[src/assert_macros.svh]
// Assertion macros for the timer RTL, included by the top level.
`ifndef ASSERT_MACROS_SVH
`define ASSERT_MACROS_SVH

// Same-cycle implication, checked out of reset.
`define ASSERT_IMPL(lbl, ante, cons, msg) \
  lbl: assert property (@(posedge clk_i) disable iff (!rst_ni) (ante) |-> (cons)) \
    else $error(msg);

// Next-cycle implication, checked out of reset.
`define ASSERT_NEXT(lbl, ante, cons, msg) \
  lbl: assert property (@(posedge clk_i) disable iff (!rst_ni) (ante) |=> (cons)) \
    else $error(msg);

`endif

[src/pwmt_pkg.sv]
// Types and constants shared by the timer front end, request queue and core.
package pwmt_pkg;

  localparam int unsigned CountWidthDefault = 16;
  localparam int unsigned DataW = 16;
  localparam int unsigned AddrW = 4;

  // Request queue between front end and core
  localparam int unsigned QueueDepth = 2;
  localparam int unsigned QueuePtrW = $clog2(QueueDepth);
  localparam int unsigned QueueCntW = QueuePtrW + 1;

  // Operation codes on the input channel
  localparam logic [1:0] OP_TICK  = 2'd0;
  localparam logic [1:0] OP_WRITE = 2'd1;
  localparam logic [1:0] OP_READ  = 2'd2;

  // Register map
  localparam logic [AddrW-1:0] ADDR_CTRL  = 4'd0;
  localparam logic [AddrW-1:0] ADDR_STAT  = 4'd1;
  localparam logic [AddrW-1:0] ADDR_EVENT = 4'd2;
  localparam logic [AddrW-1:0] ADDR_CMODE = 4'd3;
  localparam logic [AddrW-1:0] ADDR_CHEN  = 4'd4;
  localparam logic [AddrW-1:0] ADDR_COUNT = 4'd5;
  localparam logic [AddrW-1:0] ADDR_PSC   = 4'd6;
  localparam logic [AddrW-1:0] ADDR_ARR   = 4'd7;
  localparam logic [AddrW-1:0] ADDR_CCR   = 4'd8;
  localparam logic [AddrW-1:0] ADDR_BRK   = 4'd9;

  // Register bit positions
  localparam int unsigned CtrlArpeBit = 7;
  localparam int unsigned CmodeLsb    = 4;
  localparam int unsigned CmodeOcpeBit = 3;
  localparam int unsigned BrkMoeBit   = 15;

  // Output compare modes
  localparam logic [2:0] MODE_FORCE_LOW  = 3'b100;
  localparam logic [2:0] MODE_FORCE_HIGH = 3'b101;
  localparam logic [2:0] MODE_PWM1       = 3'b110;
  localparam logic [2:0] MODE_PWM2       = 3'b111;

  typedef enum logic [1:0] {
    KIND_NOP,
    KIND_TICK,
    KIND_WRITE,
    KIND_READ
  } kind_e;

  typedef struct packed {
    kind_e             kind;
    logic [AddrW-1:0]  addr;
    logic [DataW-1:0]  data;
  } req_t;

  typedef struct packed {
    logic                 full;
    logic                 empty;
    logic [QueueCntW-1:0] count;
  } q_stat_t;

endpackage

[src/pwmt_front.sv]
// Front end: accepts input requests and classifies them for the core.
module pwmt_front import pwmt_pkg::*; (
  input  logic             in_valid_i,
  output logic             in_ready_o,
  input  logic [1:0]       operation_i,
  input  logic [AddrW-1:0] reg_select_i,
  input  logic [DataW-1:0] write_data_i,
  input  q_stat_t          q_stat_i,
  output logic             push_o,
  output req_t             req_o
);

  logic addr_known;

  assign addr_known = (reg_select_i <= ADDR_BRK);

  assign in_ready_o = !q_stat_i.full;
  assign push_o     = in_valid_i && !q_stat_i.full;

  always_comb begin
    req_o.addr = reg_select_i;
    req_o.data = write_data_i;
    req_o.kind = KIND_NOP;
    unique case (operation_i)
      OP_TICK:  req_o.kind = KIND_TICK;
      // unknown registers and the event register read as zero: drop to no-op
      OP_WRITE: req_o.kind = addr_known ? KIND_WRITE : KIND_NOP;
      OP_READ:  req_o.kind = (addr_known && reg_select_i != ADDR_EVENT) ? KIND_READ : KIND_NOP;
      default:  req_o.kind = KIND_NOP;
    endcase
  end

endmodule

[src/pwmt_queue.sv]
// Short request queue between front end and core.
module pwmt_queue import pwmt_pkg::*; (
  input  logic    clk_i,
  input  logic    rst_ni,
  input  logic    push_i,
  input  req_t    req_i,
  input  logic    pop_i,
  output req_t    req_o,
  output q_stat_t stat_o
);

  req_t                 slot_q [QueueDepth];
  logic [QueuePtrW-1:0] wr_ptr_q, wr_ptr_d;
  logic [QueuePtrW-1:0] rd_ptr_q, rd_ptr_d;
  logic [QueueCntW-1:0] cnt_q, cnt_d;
  logic                 do_push, do_pop;

  assign stat_o.full  = (cnt_q == QueueCntW'(QueueDepth));
  assign stat_o.empty = (cnt_q == '0);
  assign stat_o.count = cnt_q;

  assign do_push = push_i && !stat_o.full;
  assign do_pop  = pop_i && !stat_o.empty;

  assign req_o = slot_q[rd_ptr_q];

  always_comb begin
    wr_ptr_d = do_push ? wr_ptr_q + 1'b1 : wr_ptr_q;
    rd_ptr_d = do_pop ? rd_ptr_q + 1'b1 : rd_ptr_q;
    cnt_d    = cnt_q + QueueCntW'(do_push) - QueueCntW'(do_pop);
  end

  always_ff @(posedge clk_i or negedge rst_ni) begin
    if (!rst_ni) begin
      wr_ptr_q <= '0;
      rd_ptr_q <= '0;
      cnt_q    <= '0;
    end else begin
      wr_ptr_q <= wr_ptr_d;
      rd_ptr_q <= rd_ptr_d;
      cnt_q    <= cnt_d;
    end
  end

  always_ff @(posedge clk_i) begin
    if (do_push) begin
      slot_q[wr_ptr_q] <= req_i;
    end
  end

endmodule

[src/pwmt_core.sv]
// Timer core: executes requests, holds timer state and the result register.
module pwmt_core import pwmt_pkg::*; #(
  parameter int unsigned COUNT_WIDTH = CountWidthDefault
) (
  input  logic             clk_i,
  input  logic             rst_ni,
  input  req_t             req_i,
  input  logic             q_empty_i,
  output logic             pop_o,
  output logic             out_valid_o,
  input  logic             out_ready_i,
  output logic [DataW-1:0] read_data_o,
  output logic             pwm_out_o,
  output logic             update_flag_o
);

  localparam int unsigned CW = COUNT_WIDTH;

  logic             cen_q, cen_d;
  logic             arpe_q, arpe_d;
  logic             uif_q, uif_d;
  logic [2:0]       mode_q, mode_d;
  logic             ocpe_q, ocpe_d;
  logic             chen_q, chen_d;
  logic             moe_q, moe_d;
  logic [CW-1:0]    cnt_q, cnt_d;
  logic [DataW-1:0] psc_cnt_q, psc_cnt_d;
  logic [DataW-1:0] psc_wr_q, psc_wr_d;
  logic [DataW-1:0] psc_act_q, psc_act_d;
  logic [CW-1:0]    arr_wr_q, arr_wr_d;
  logic [CW-1:0]    arr_act_q, arr_act_d;
  logic [CW-1:0]    ccr_wr_q, ccr_wr_d;
  logic [CW-1:0]    ccr_act_q, ccr_act_d;
  logic             out_valid_q, out_valid_d;
  logic [DataW-1:0] rdata_q, rdata_d;

  logic             update;
  logic [CW-1:0]    wdata_cnt;
  logic [DataW-1:0] rd_mux;
  logic             below;
  logic             level;

  // Take a new request whenever the result slot is free or being drained.
  assign pop_o     = !q_empty_i && (!out_valid_q || out_ready_i);
  assign wdata_cnt = CW'(req_i.data);

  always_comb begin
    rd_mux = '0;
    unique case (req_i.addr)
      ADDR_CTRL:  begin
        rd_mux[0]           = cen_q;
        rd_mux[CtrlArpeBit] = arpe_q;
      end
      ADDR_STAT:  rd_mux[0] = uif_q;
      ADDR_CMODE: begin
        rd_mux[CmodeLsb +: 3] = mode_q;
        rd_mux[CmodeOcpeBit]  = ocpe_q;
      end
      ADDR_CHEN:  rd_mux[0] = chen_q;
      ADDR_COUNT: rd_mux = DataW'(cnt_q);
      ADDR_PSC:   rd_mux = psc_wr_q;
      ADDR_ARR:   rd_mux = DataW'(arr_wr_q);
      ADDR_CCR:   rd_mux = DataW'(ccr_wr_q);
      ADDR_BRK:   rd_mux[BrkMoeBit] = moe_q;
      default:    rd_mux = '0;
    endcase
  end

  always_comb begin
    cen_d     = cen_q;
    arpe_d    = arpe_q;
    uif_d     = uif_q;
    mode_d    = mode_q;
    ocpe_d    = ocpe_q;
    chen_d    = chen_q;
    moe_d     = moe_q;
    cnt_d     = cnt_q;
    psc_cnt_d = psc_cnt_q;
    psc_wr_d  = psc_wr_q;
    psc_act_d = psc_act_q;
    arr_wr_d  = arr_wr_q;
    arr_act_d = arr_act_q;
    ccr_wr_d  = ccr_wr_q;
    ccr_act_d = ccr_act_q;
    rdata_d   = rdata_q;
    update    = 1'b0;
    out_valid_d = out_valid_q && !out_ready_i;

    if (pop_o) begin
      out_valid_d = 1'b1;
      rdata_d     = '0;
      unique case (req_i.kind)
        KIND_TICK: begin
          if (cen_q) begin
            if (psc_cnt_q >= psc_act_q) begin
              psc_cnt_d = '0;
              if (cnt_q == arr_act_q) begin
                update = 1'b1;
              end else begin
                cnt_d = cnt_q + 1'b1;
              end
            end else begin
              psc_cnt_d = psc_cnt_q + 1'b1;
            end
          end
        end
        KIND_WRITE: begin
          unique case (req_i.addr)
            ADDR_CTRL: begin
              cen_d  = req_i.data[0];
              arpe_d = req_i.data[CtrlArpeBit];
            end
            // status bits clear on zero, hold on one
            ADDR_STAT:  uif_d = uif_q & req_i.data[0];
            ADDR_EVENT: begin
              if (req_i.data[0]) begin
                update    = 1'b1;
                psc_cnt_d = '0;
              end
            end
            ADDR_CMODE: begin
              mode_d = req_i.data[CmodeLsb +: 3];
              ocpe_d = req_i.data[CmodeOcpeBit];
            end
            ADDR_CHEN:  chen_d = req_i.data[0];
            ADDR_COUNT: cnt_d = wdata_cnt;
            ADDR_PSC:   psc_wr_d = req_i.data;
            ADDR_ARR: begin
              arr_wr_d = wdata_cnt;
              if (!arpe_q) begin
                arr_act_d = wdata_cnt;
              end
            end
            ADDR_CCR: begin
              ccr_wr_d = wdata_cnt;
              if (!ocpe_q) begin
                ccr_act_d = wdata_cnt;
              end
            end
            ADDR_BRK:   moe_d = req_i.data[BrkMoeBit];
            default: ;
          endcase
        end
        KIND_READ: rdata_d = rd_mux;
        KIND_NOP:  ;
        default:   ;
      endcase

      // Update event: restart the count, set the update flag and load the shadow values.
      if (update) begin
        cnt_d     = '0;
        uif_d     = 1'b1;
        psc_act_d = psc_wr_q;
        arr_act_d = arr_wr_q;
        ccr_act_d = ccr_wr_q;
      end
    end
  end

  always_ff @(posedge clk_i or negedge rst_ni) begin
    if (!rst_ni) begin
      cen_q       <= 1'b0;
      arpe_q      <= 1'b0;
      uif_q       <= 1'b0;
      mode_q      <= '0;
      ocpe_q      <= 1'b0;
      chen_q      <= 1'b0;
      moe_q       <= 1'b0;
      cnt_q       <= '0;
      psc_cnt_q   <= '0;
      psc_wr_q    <= '0;
      psc_act_q   <= '0;
      arr_wr_q    <= '1;
      arr_act_q   <= '1;
      ccr_wr_q    <= '0;
      ccr_act_q   <= '0;
      out_valid_q <= 1'b0;
    end else begin
      cen_q       <= cen_d;
      arpe_q      <= arpe_d;
      uif_q       <= uif_d;
      mode_q      <= mode_d;
      ocpe_q      <= ocpe_d;
      chen_q      <= chen_d;
      moe_q       <= moe_d;
      cnt_q       <= cnt_d;
      psc_cnt_q   <= psc_cnt_d;
      psc_wr_q    <= psc_wr_d;
      psc_act_q   <= psc_act_d;
      arr_wr_q    <= arr_wr_d;
      arr_act_q   <= arr_act_d;
      ccr_wr_q    <= ccr_wr_d;
      ccr_act_q   <= ccr_act_d;
      out_valid_q <= out_valid_d;
    end
  end

  always_ff @(posedge clk_i) begin
    rdata_q <= rdata_d;
  end

  // State only moves when a result is loaded, so the level follows the held result.
  assign below = (cnt_q < ccr_act_q);

  always_comb begin
    unique case (mode_q)
      MODE_PWM1:       level = below;
      MODE_PWM2:       level = !below;
      MODE_FORCE_HIGH: level = 1'b1;
      default:         level = 1'b0;
    endcase
  end

  assign out_valid_o   = out_valid_q;
  assign read_data_o   = rdata_q;
  assign pwm_out_o     = level & chen_q & moe_q;
  assign update_flag_o = uif_q;

endmodule

[src/pwm_timer_with_prescaler_top.sv]
// Timer with prescaler and one PWM channel: top level.
//
//   channel | direction | handshake             | payload
//   in      | request   | in_valid_i/in_ready_o | operation_i, reg_select_i, write_data_i
//   out     | result    | out_valid_o/out_ready_i | read_data_o, pwm_out_o, update_flag_o
//
// One request per cycle sustained while out_ready_i is high; an accepted request is
// written into the queue and then executed into the core's result register.
// The two-entry queue keeps the input open while a result waits on out_ready_i, until both entries fill.
// Reset puts the timer in its documented reset state; no clearing pass is needed.
module pwm_timer_with_prescaler_top import pwmt_pkg::*; #(
  parameter int unsigned COUNT_WIDTH = CountWidthDefault
) (
  input  logic             clk_i,
  input  logic             rst_ni,
  input  logic             in_valid_i,
  output logic             in_ready_o,
  input  logic [1:0]       operation_i,
  input  logic [AddrW-1:0] reg_select_i,
  input  logic [DataW-1:0] write_data_i,
  output logic             out_valid_o,
  input  logic             out_ready_i,
  output logic [DataW-1:0] read_data_o,
  output logic             pwm_out_o,
  output logic             update_flag_o
);

`include "assert_macros.svh"

  q_stat_t q_stat;
  logic    push;
  logic    pop;
  req_t    front_req;
  req_t    head_req;

  pwmt_front u_front (
    .in_valid_i   (in_valid_i),
    .in_ready_o   (in_ready_o),
    .operation_i  (operation_i),
    .reg_select_i (reg_select_i),
    .write_data_i (write_data_i),
    .q_stat_i     (q_stat),
    .push_o       (push),
    .req_o        (front_req)
  );

  pwmt_queue u_queue (
    .clk_i  (clk_i),
    .rst_ni (rst_ni),
    .push_i (push),
    .req_i  (front_req),
    .pop_i  (pop),
    .req_o  (head_req),
    .stat_o (q_stat)
  );

  pwmt_core #(
    .COUNT_WIDTH (COUNT_WIDTH)
  ) u_core (
    .clk_i         (clk_i),
    .rst_ni        (rst_ni),
    .req_i         (head_req),
    .q_empty_i     (q_stat.empty),
    .pop_o         (pop),
    .out_valid_o   (out_valid_o),
    .out_ready_i   (out_ready_i),
    .read_data_o   (read_data_o),
    .pwm_out_o     (pwm_out_o),
    .update_flag_o (update_flag_o)
  );

  `ASSERT_IMPL(a_ready_only_when_full, !in_ready_o, q_stat.full, "input stalled with queue space")
  `ASSERT_NEXT(a_queue_fill, push && !pop, q_stat.count == $past(q_stat.count) + 1'b1, "push lost")
  `ASSERT_NEXT(a_out_drain, out_valid_o && out_ready_i && !pop, !out_valid_o, "result repeated")
  `ASSERT_IMPL(a_flag_from_request, $rose(update_flag_o), $past(pop), "update flag set without a request")

endmodule
[config.mk]
export PLATFORM = sky130hd
export DESIGN_NAME = pwm_timer_with_prescaler_top
export DESIGN_NICKNAME = d
export VERILOG_FILES = /design/src/pwmt_pkg.sv /design/src/pwmt_front.sv /design/src/pwmt_queue.sv /design/src/pwmt_core.sv /design/src/pwm_timer_with_prescaler_top.sv
export VERILOG_INCLUDE_DIRS = /design/src /design/src/src
export SDC_FILE = /design/constraint.sdc
export NUM_CORES = 1
export LEC_CHECK = 0
export ABC_AREA = 1
export BUFFER_PORTS_ARGS = -buffer_cell sky130_fd_sc_hd__clkbuf_2
export CORE_ASPECT_RATIO = 0.75
export CORE_MARGIN = 2
export CORE_UTILIZATION = 55
export DETAILED_ROUTE_END_ITERATION = 10
export PLACE_DENSITY = 0.79
export SLEW_MARGIN = 15
export SYNTH_ARGS = -nofsm -noshare
export SYNTH_HDL_FRONTEND = slang
export SYNTH_SLANG_ARGS = --single-unit
[constraint.sdc]
create_clock -name clk_i -period 3.2 [get_ports clk_i]
set_clock_uncertainty 0.15 [all_clocks]
set_input_delay 0 -clock clk_i [delete_from_list [all_inputs] [get_ports clk_i]]
set_output_delay 0 -clock clk_i [all_outputs]
set_load 0.05 [all_outputs]
==> metrics.txt, run 1 <==
# TYPE chip_impl_metric gauge
chip_impl_metric{name="htree_levels",unit=""} 1
chip_impl_metric{name="finalMaxSlewViolations",unit=""} 0
chip_impl_metric{name="fill_cells",unit=""} 1503
chip_impl_metric{name="placement.cell_area",unit="µm²"} 11000
chip_impl_metric{name="rows",unit=""} 43
chip_impl_metric{name="core_area",unit="µm²"} 18600
chip_impl_metric{name="synth_to_layout_area_growth",unit="%"} 15.1
chip_impl_info{name="yosys_most_used_dff",value="dfrtp_1"} 1
chip_impl_info{name="timing.setup.critical_path_class",value="reg2reg"} 1
chip_impl_info{name="clock_tree_from_tritoncts",value="yes"} 1
chip_impl_metric{name="critPathBufInv",unit=""} 3
chip_impl_metric{name="max_cap_violations",unit=""} 0
chip_impl_metric{name="drive_above_1_share",unit="%"} 13.9
chip_impl_metric{name="finish.utilization",unit="%"} 64.9
chip_impl_info{name="hold_class",value="in2reg"} 1
chip_impl_metric{name="ys.warnings.count",unit=""} 0
chip_impl_info{name="run_status",value="finished, final reports clean"} 1
chip_impl_metric{name="numPortBuffers",unit=""} 45
chip_impl_info{name="yosysMostFrequentCell",value="nand2_1"} 1
chip_impl_metric{name="synth_cell_types",unit=""} 45
chip_impl_metric{name="finalWirelength",unit="mm"} 29.5
chip_impl_metric{name="floorplan.initialDensity",unit="%"} 56.4
chip_impl_metric{name="netlist.area_leader.share",unit="%"} 26.3
chip_impl_metric{name="antennaDiodeCount",unit=""} 0
chip_impl_metric{name="worst_slack",unit="ns"} 0.109
chip_impl_metric{name="worst-slew-pin-transition",unit="ns"} 0.690
chip_impl_info{name="rsz0062_at_grt",value="no"} 1
chip_impl_metric{name="drt.antenna.violating_nets",unit=""} 0
chip_impl_info{name="critical_path.startpoint_type",value="register"} 1
chip_impl_metric{name="slew_headroom",unit="%"} 53.6
chip_impl_metric{name="grt_pass1_wl",unit="mm"} 47.3
chip_impl_metric{name="grtUsageTotal",unit="%"} 30.6
chip_impl_metric{name="cts_resized",unit=""} 0
chip_impl_metric{name="synth-edff-count",unit=""} 60
chip_impl_metric{name="netlist_area",unit="µm²"} 10500
chip_impl_info{name="synth.area.top_cells",value="dfrtp_1 26%, edfxtp_1 17%, nand2_1 14%, dfstp_2 8.0%, inv_1 4.9%"} 1
chip_impl_metric{name="gr-total-overflow",unit=""} 0
chip_impl_metric{name="floorplan.die.width",unit="µm"} 163
chip_impl_metric{name="finalInstanceArea",unit="µm²"} 12000
chip_impl_metric{name="gp_routability_congestion",unit=""} 0.947
chip_impl_metric{name="synthesis.area_per_instance",unit="µm²"} 8.42
chip_impl_metric{name="nNetsFinal",unit=""} 1392
chip_impl_metric{name="mappedNetlistNets",unit=""} 1307
chip_impl_info{name="synth_top_area_cell",value="dfrtp_1"} 1
chip_impl_metric{name="die_area",unit="µm²"} 20200
chip_impl_metric{name="via_count",unit=""} 9230
chip_impl_metric{name="route.detailed.wl_per_inst",unit="µm"} 18.5
chip_impl_info{name="worstPathCellList",value="buf_4 > o21ai_0 > ha_1 > inv_2 > nor2_1 > inv_2 > nor2_8 > nand2_2 > nand2_4 > nand2_1 > nand2_1"} 1
chip_impl_metric{name="grt_max_degree",unit=""} 55
chip_impl_info{name="synth_commonest_cells",value="382 x nand2_1, 138 x inv_1, 110 x dfrtp_1"} 1
chip_impl_metric{name="final-setup-viol-count",unit=""} 0
chip_impl_info{name="setup.worst_path.end_class",value="register"} 1
chip_impl_metric{name="clkSinkCount",unit=""} 202
chip_impl_metric{name="multi_input_comb_area",unit="µm²"} 4300
chip_impl_metric{name="antenna_found_initial",unit=""} 0
chip_impl_metric{name="detailed_place_hpwl",unit="mm"} 20.4
chip_impl_metric{name="cts.clk_slew.worst_paths",unit="ns"} 0.06
chip_impl_info{name="critical_path.slowest_cell",value="dfrtp_1"} 1
chip_impl_metric{name="powerDensity",unit="nW/µm²"} 1020
chip_impl_info{name="critical-path-top-delay-family",value="simple AND/OR/NAND/NOR gates"} 1
chip_impl_metric{name="initialDrtViolationCount",unit=""} 1172
chip_impl_metric{name="total_power",unit="W"} 0.0123
chip_impl_metric{name="critical_path_arrival",unit="ns"} 3.39
chip_impl_metric{name="post-route-period-util",unit="%"} 96.6
chip_impl_metric{name="grt_pass1_vias",unit=""} 8893
chip_impl_metric{name="finalWorstPathRequiredPeriod",unit="ns"} 3.09
chip_impl_metric{name="required",unit="ns"} 3.50
chip_impl_metric{name="ys_seq_elements",unit=""} 202
chip_impl_metric{name="chipHeight",unit="µm"} 123
chip_impl_metric{name="drc",unit=""} 0
chip_impl_metric{name="ff_latch_area",unit="µm²"} 5400
chip_impl_metric{name="max-vdd-ir-drop",unit="V"} 0.000671
chip_impl_metric{name="gate_count_after_technology_mapping",unit=""} 1243
chip_impl_metric{name="max_stage_delay",unit="ns"} 0.40
chip_impl_metric{name="boundaryPins",unit=""} 46
chip_impl_metric{name="setup-tns-final",unit="ns"} 0
chip_impl_metric{name="async_reset_ff_share",unit="%"} 70.3
chip_impl_metric{name="avgViaCountPerCell",unit=""} 5.81
chip_impl_metric{name="static-leakage-power",unit="nW"} 5.64
chip_impl_metric{name="preCtsSetupSlack",unit="ns"} 0.279
chip_impl_metric{name="synth_seq_area_share",unit="%"} 51.5
chip_impl_metric{name="clock_path_buffers",unit=""} 3
chip_impl_metric{name="drtPass1Iterations",unit=""} 5
chip_impl_metric{name="max_clock_freq",unit="MHz"} 324
chip_impl_metric{name="hold_viol_final",unit=""} 0
chip_impl_metric{name="clock_insertion_delay_worst_skew",unit="ns"} 0.51
chip_impl_metric{name="tritoncts.num_buffers",unit=""} 21
chip_impl_metric{name="worst-path-max-fanout",unit=""} 22
chip_impl_info{name="cell_at_the_root_of_the_clock_tree",value="clkbuf_16"} 1
[worst reg2reg max path, stage by stage, from the launching register on]
cell and delay (ns):
dfrtp_1 0.40, buf_4 0.22, o21ai_0 0.30, ha_1 0.29, inv_2 0.07, nor2_1 0.37, inv_2 0.18, nor2_8 0.15
nand2_2 0.32, nand2_4 0.38, nand2_1 0.13, nand2_1 0.07
[metal layers]
| metal | wire (µm) | GRT usage [%] | vias to the layer above |
|---|---|---|---|
| li1 | - | - | 4242 |
| met1 | 12300 | 43.0 | 4339 |
| met2 | 12700 | 46.7 | 547 |
| met3 | 3260 | 6.68 | 102 |
| met4 | 1200 | 11.8 | 0 |
| met5 | 0 | 0 | - |
[where the power goes]
| part | internal (W) | switching (W) |
|---|---|---|
| logic | 0.00163 | 0.00374 |
| registers | 0.00370 | 0.000609 |
| clock network | 0.00156 | 0.00105 |
[area by class of cell]
class                      instances  share of cell area, %
sequential                       202                   44.8
multi-input combinational        851                   35.7
timing repair buffer             102                   6.30
inverter                         150                   4.67
clock buffer                      24                   4.54
tap                              247                   2.56
clock inverter                    14                   1.47
[flip-flops by register name (all words and copies together) (netlist names), 2 cells and up]
signal              count
u_core.mode_q           3
u_core.arr_act_q       16
u_core.read_data_o     16
u_core.psc_cnt_q       16
u_core.ccr_wr_q        16
u_core.arr_wr_q        16
u_queue.cnt_q           2
u_core.psc_act_q       16
u_core.ccr_act_q       16
u_queue.slot_q         44
u_core.cnt_q           16
u_core.psc_wr_q        16
[layout by cell type (no fill, tap or decap), types with 3 or more instances in the layout]
master,instances
a221oi_1,11
nor3_1,11
buf_4,28
clkbuf_16,21
dfstp_2,32
o21a_1,3
inv_1,138
nor2_1,69
ha_1,38
clkinv_2,5
bufinv_16,4
dlygate4sd3_1,27
a31oi_1,3
xor2_1,18
clkinv_1,3
xnor2_1,4
nand2_1,382
a211oi_1,8
dfrtp_1,110
o22ai_1,25
nand2_2,10
o21ai_1,20
nand2_4,4
inv_2,11
edfxtp_1,60
or2_2,10
a21oi_1,22
nand4_1,7
nor4_1,5
clkbuf_2,44
nor2_2,7
nand3_1,96
o21ai_0,82
[kinds of logic after synthesis]
logic type                 share of synthesized area, %
and+or+nand+nor                                    24.7
DFF                                                51.5
buffers and inverters                              7.46
AOI/OAI and AO/OA                                  9.91
adders and majority gates                          4.54
xor gates and xnor gates                           1.84
[metrics by stage]
step,hold WS (ns),std cells
floorplan,-0.446,1243
global placement,-0.155,1524
detailed placement,-0.142,1524
CTS,0.0601,1590
global route,0.0733,1590
finish,0.0684,1590
[worst paths after layout]
path                                    startpoint  depth (start not counted)                    to  slack [ns]
worst max-delay path              u_queue.rd_ptr_q                         11   u_core.ccr_act_q[3]        0.11
worst min-delay path               write_data_i[5]                          2  u_queue.slot_q[1][5]        0.07
worst max register to register    u_queue.rd_ptr_q                         11   u_core.ccr_act_q[3]        0.11
worst min register to register  u_core.arr_wr_q[9]                          2    u_core.arr_wr_q[9]        0.33
max in group asynchronous                   rst_ni                          4    u_core.arr_wr_q[1]        1.95
min in group asynchronous                   rst_ni                          3   u_core.arr_act_q[0]        0.46
[timing repair]
item                                   in CTS  in global routing
endpoints found under the hold margin     165                  0
hold buffers                               28                  0
buffers inserted                            0                  0
No activity file was read; power rests on OpenSTA's default activity.
==> run 2: changes to the inputs <==
==> constraint.sdc (replaced) <==
create_clock -name clk_i -period 3.9 [get_ports clk_i]
set_clock_uncertainty 0.15 [all_clocks]
set_input_delay 0 -clock clk_i [delete_from_list [all_inputs] [get_ports clk_i]]
set_output_delay 0 -clock clk_i [all_outputs]
set_load 0.05 [all_outputs]
==> run 2 against run 1 <==
Global-route usage decreased by 1.3 points. Worst setup slack improved by 0.38 ns. Fmax decreased by 9.4%. Register-to-register slack improved by 0.38 ns. Critical path depth increased by 2. Highest routed layer unchanged. Non-clock buffer count decreased by 21. First-iteration DRC count decreased by 14%. Via count decreased by 3.3%. Core utilization decreased by 1.3 points. Combinational power decreased by 22%. Wire length decreased by 3.8%. Clock-buffer cell count increased by 3.
==> metrics.txt, run 2 (synthesis gave the netlist of run 1 again) <==
# TYPE chip_impl_metric gauge
chip_impl_metric{name="antenna_found_initial",unit=""} 0
chip_impl_metric{name="setup_fix_buffers_added_after_clock_tree_synthesis",unit=""} 0
chip_impl_metric{name="multi_input_comb_area",unit="µm²"} 4310
chip_impl_metric{name="total_power",unit="W"} 0.00972
chip_impl_info{name="final_common_cell",value="nand2_1"} 1
chip_impl_metric{name="numPortBuffers",unit=""} 45
chip_impl_metric{name="tritoncts.num_buffers",unit=""} 20
chip_impl_metric{name="finalWorstPathRequiredPeriod",unit="ns"} 3.41
chip_impl_metric{name="drc",unit=""} 0
chip_impl_metric{name="finalMaxSlewViolations",unit=""} 0
chip_impl_metric{name="floorplan.initialDensity",unit="%"} 56.4
chip_impl_metric{name="max_cap_violations",unit=""} 0
chip_impl_metric{name="rows",unit=""} 43
chip_impl_metric{name="largest_reg_flops",unit=""} 44
chip_impl_info{name="timing.setup.critical_path_class",value="reg2reg"} 1
chip_impl_metric{name="worst-slew-pin-transition",unit="ns"} 0.879
chip_impl_metric{name="cts_hold_buf",unit=""} 28
chip_impl_metric{name="slew_headroom",unit="%"} 41.2
chip_impl_metric{name="route.detailed.wl_per_inst",unit="µm"} 18.1
chip_impl_metric{name="ff_latch_area",unit="µm²"} 5400
chip_impl_metric{name="clkSinkCount",unit=""} 202
chip_impl_metric{name="post-route-period-util",unit="%"} 87.5
chip_impl_metric{name="core_area",unit="µm²"} 18600
chip_impl_metric{name="critical_path_arrival",unit="ns"} 3.63
chip_impl_metric{name="placement.cell_area",unit="µm²"} 10900
chip_impl_metric{name="fill_cells",unit=""} 1539
chip_impl_metric{name="instances_no_fill",unit=""} 1567
chip_impl_metric{name="place.detailed.instances",unit=""} 1503
chip_impl_metric{name="grt_pass1_wl",unit="mm"} 45.4
chip_impl_metric{name="clock_insertion_delay_worst_skew",unit="ns"} 0.50
chip_impl_info{name="rsz0062_at_grt",value="no"} 1
chip_impl_metric{name="htree_levels",unit=""} 1
chip_impl_metric{name="grtUsageTotal",unit="%"} 29.3
chip_impl_metric{name="setup-tns-final",unit="ns"} 0
chip_impl_metric{name="required",unit="ns"} 4.12
chip_impl_metric{name="finalInstanceArea",unit="µm²"} 11800
chip_impl_metric{name="chipHeight",unit="µm"} 123
chip_impl_info{name="run_status",value="finished, final reports clean"} 1
chip_impl_metric{name="die_area",unit="µm²"} 20200
chip_impl_metric{name="via_count",unit=""} 8921
chip_impl_metric{name="boundaryPins",unit=""} 46
chip_impl_metric{name="drtPass1Iterations",unit=""} 8
chip_impl_metric{name="static-leakage-power",unit="nW"} 5.49
chip_impl_info{name="layout_common_cells",value="382 x nand2_1, 138 x inv_1, 110 x dfrtp_1"} 1
chip_impl_metric{name="nNetsFinal",unit=""} 1370
chip_impl_metric{name="max-vdd-ir-drop",unit="V"} 0.000496
chip_impl_metric{name="worst-r2r-cell-count",unit=""} 13
chip_impl_metric{name="floorplan.die.width",unit="µm"} 163
chip_impl_metric{name="powerDensity",unit="nW/µm²"} 822
chip_impl_metric{name="antennaDiodeCount",unit=""} 0
chip_impl_metric{name="initialDrtViolationCount",unit=""} 1008
chip_impl_info{name="top_register",value="u_queue.slot_q"} 1
chip_impl_metric{name="cts_resized",unit=""} 0
chip_impl_info{name="cell_at_the_root_of_the_clock_tree",value="clkbuf_16"} 1
chip_impl_metric{name="synth_to_layout_area_growth",unit="%"} 12.9
chip_impl_metric{name="detailed_place_hpwl",unit="mm"} 19.9
chip_impl_metric{name="gp_routability_congestion",unit=""} 0.943
chip_impl_metric{name="hold_viol_final",unit=""} 0
chip_impl_metric{name="final-setup-viol-count",unit=""} 0
chip_impl_metric{name="worst-path-max-fanout",unit=""} 23
chip_impl_info{name="hold_class",value="in2reg"} 1
chip_impl_metric{name="avgViaCountPerCell",unit=""} 5.69
chip_impl_metric{name="drive_above_1_share",unit="%"} 12.2
chip_impl_metric{name="drt.antenna.violating_nets",unit=""} 0
chip_impl_metric{name="hold-worst-slack",unit="ns"} 0.0825
chip_impl_metric{name="finalWirelength",unit="mm"} 28.4
chip_impl_info{name="critical_path.startpoint_type",value="register"} 1
chip_impl_info{name="setup.worst_path.end_class",value="register"} 1
chip_impl_info{name="clock_tree_from_tritoncts",value="yes"} 1
chip_impl_metric{name="clock_path_buffers",unit=""} 3
chip_impl_metric{name="max_clock_freq",unit="MHz"} 293
chip_impl_metric{name="gr-total-overflow",unit=""} 0
chip_impl_metric{name="min_path_cells",unit=""} 2
chip_impl_metric{name="cts.clk_slew.worst_paths",unit="ns"} 0.07
chip_impl_metric{name="grt_pass1_vias",unit=""} 8391
chip_impl_metric{name="grt_max_degree",unit=""} 67
run 2: changes by cell type in the layout (fill, tap and decap cells not counted), sizes merged:
cell,delta
clkinv,-2
inv,-1
bufinv,-3
dlygate4sd3,+1
buf,-22
clkbuf,+3
clkinvlp,+1
run 2: worst max-delay path: stages (launching register included):
cell and delay, ns:
dfrtp_1 0.36, inv_2 0.17, or2_2 0.32, o21ai_0 0.13
inv_1 0.13, ha_1 0.26, inv_1 0.12, nor2_1 0.07
a211oi_1 0.43, nand2_1 0.38, inv_1 0.31, o21ai_0 0.16
inv_1 0.23, nor2_1 0.09
run 2: layout make-up:
class                           instances  area share [%]
Sequential cell                       202            45.7
Multi-Input combinational cell        851            36.5
Clock buffer                           27            4.99
Timing Repair Buffer                   81            4.84
Inverter                              150            4.77
Tap cell                              247            2.62
Clock inverter                          9           0.667
run 2: worst paths after layout:
kind	start	to	slack, ns
max in group asynchronous	rst_ni	u_core.chen_q	1.70
worst max register to register	u_queue.rd_ptr_q	u_core.psc_cnt_q[7]	0.49
min in group asynchronous	rst_ni	u_core.ocpe_q	0.49
worst min-delay path	write_data_i[7]	u_queue.slot_q[0][7]	0.08
worst max-delay path	u_queue.rd_ptr_q	u_core.psc_cnt_q[7]	0.49
worst min register to register	u_core.arr_wr_q[14]	u_core.arr_wr_q[14]	0.33
run 2: through the flow:
stage | util [%] | worst slack [ns]
final | 63.7 | 0.487
after global routing | 63.7 | 0.166
after CTS | 63.6 | 0.505
after detailed placement | 58.5 | 0.520
after global placement | 58.5 | 0.596
after floorplan | - | 1.10
run 2: layer usage:
metal / track usage, % / routed length, µm / vias up
li1: - / - / 4202
met1: 42.0 / 12500 / 4156
met2: 44.2 / 12100 / 480
met3: 7.21 / 2960 / 83
met4: 9.07 / 804 / 0
met5: 0 / 0 / -
run 2: power breakdown:
part | internal, W | switching [W] | total (W)
sequential | 0.00304 | 0.000502 | 0.00354
combinational | 0.00119 | 0.00301 | 0.00421
clock | 0.00113 | 0.000835 | 0.00197
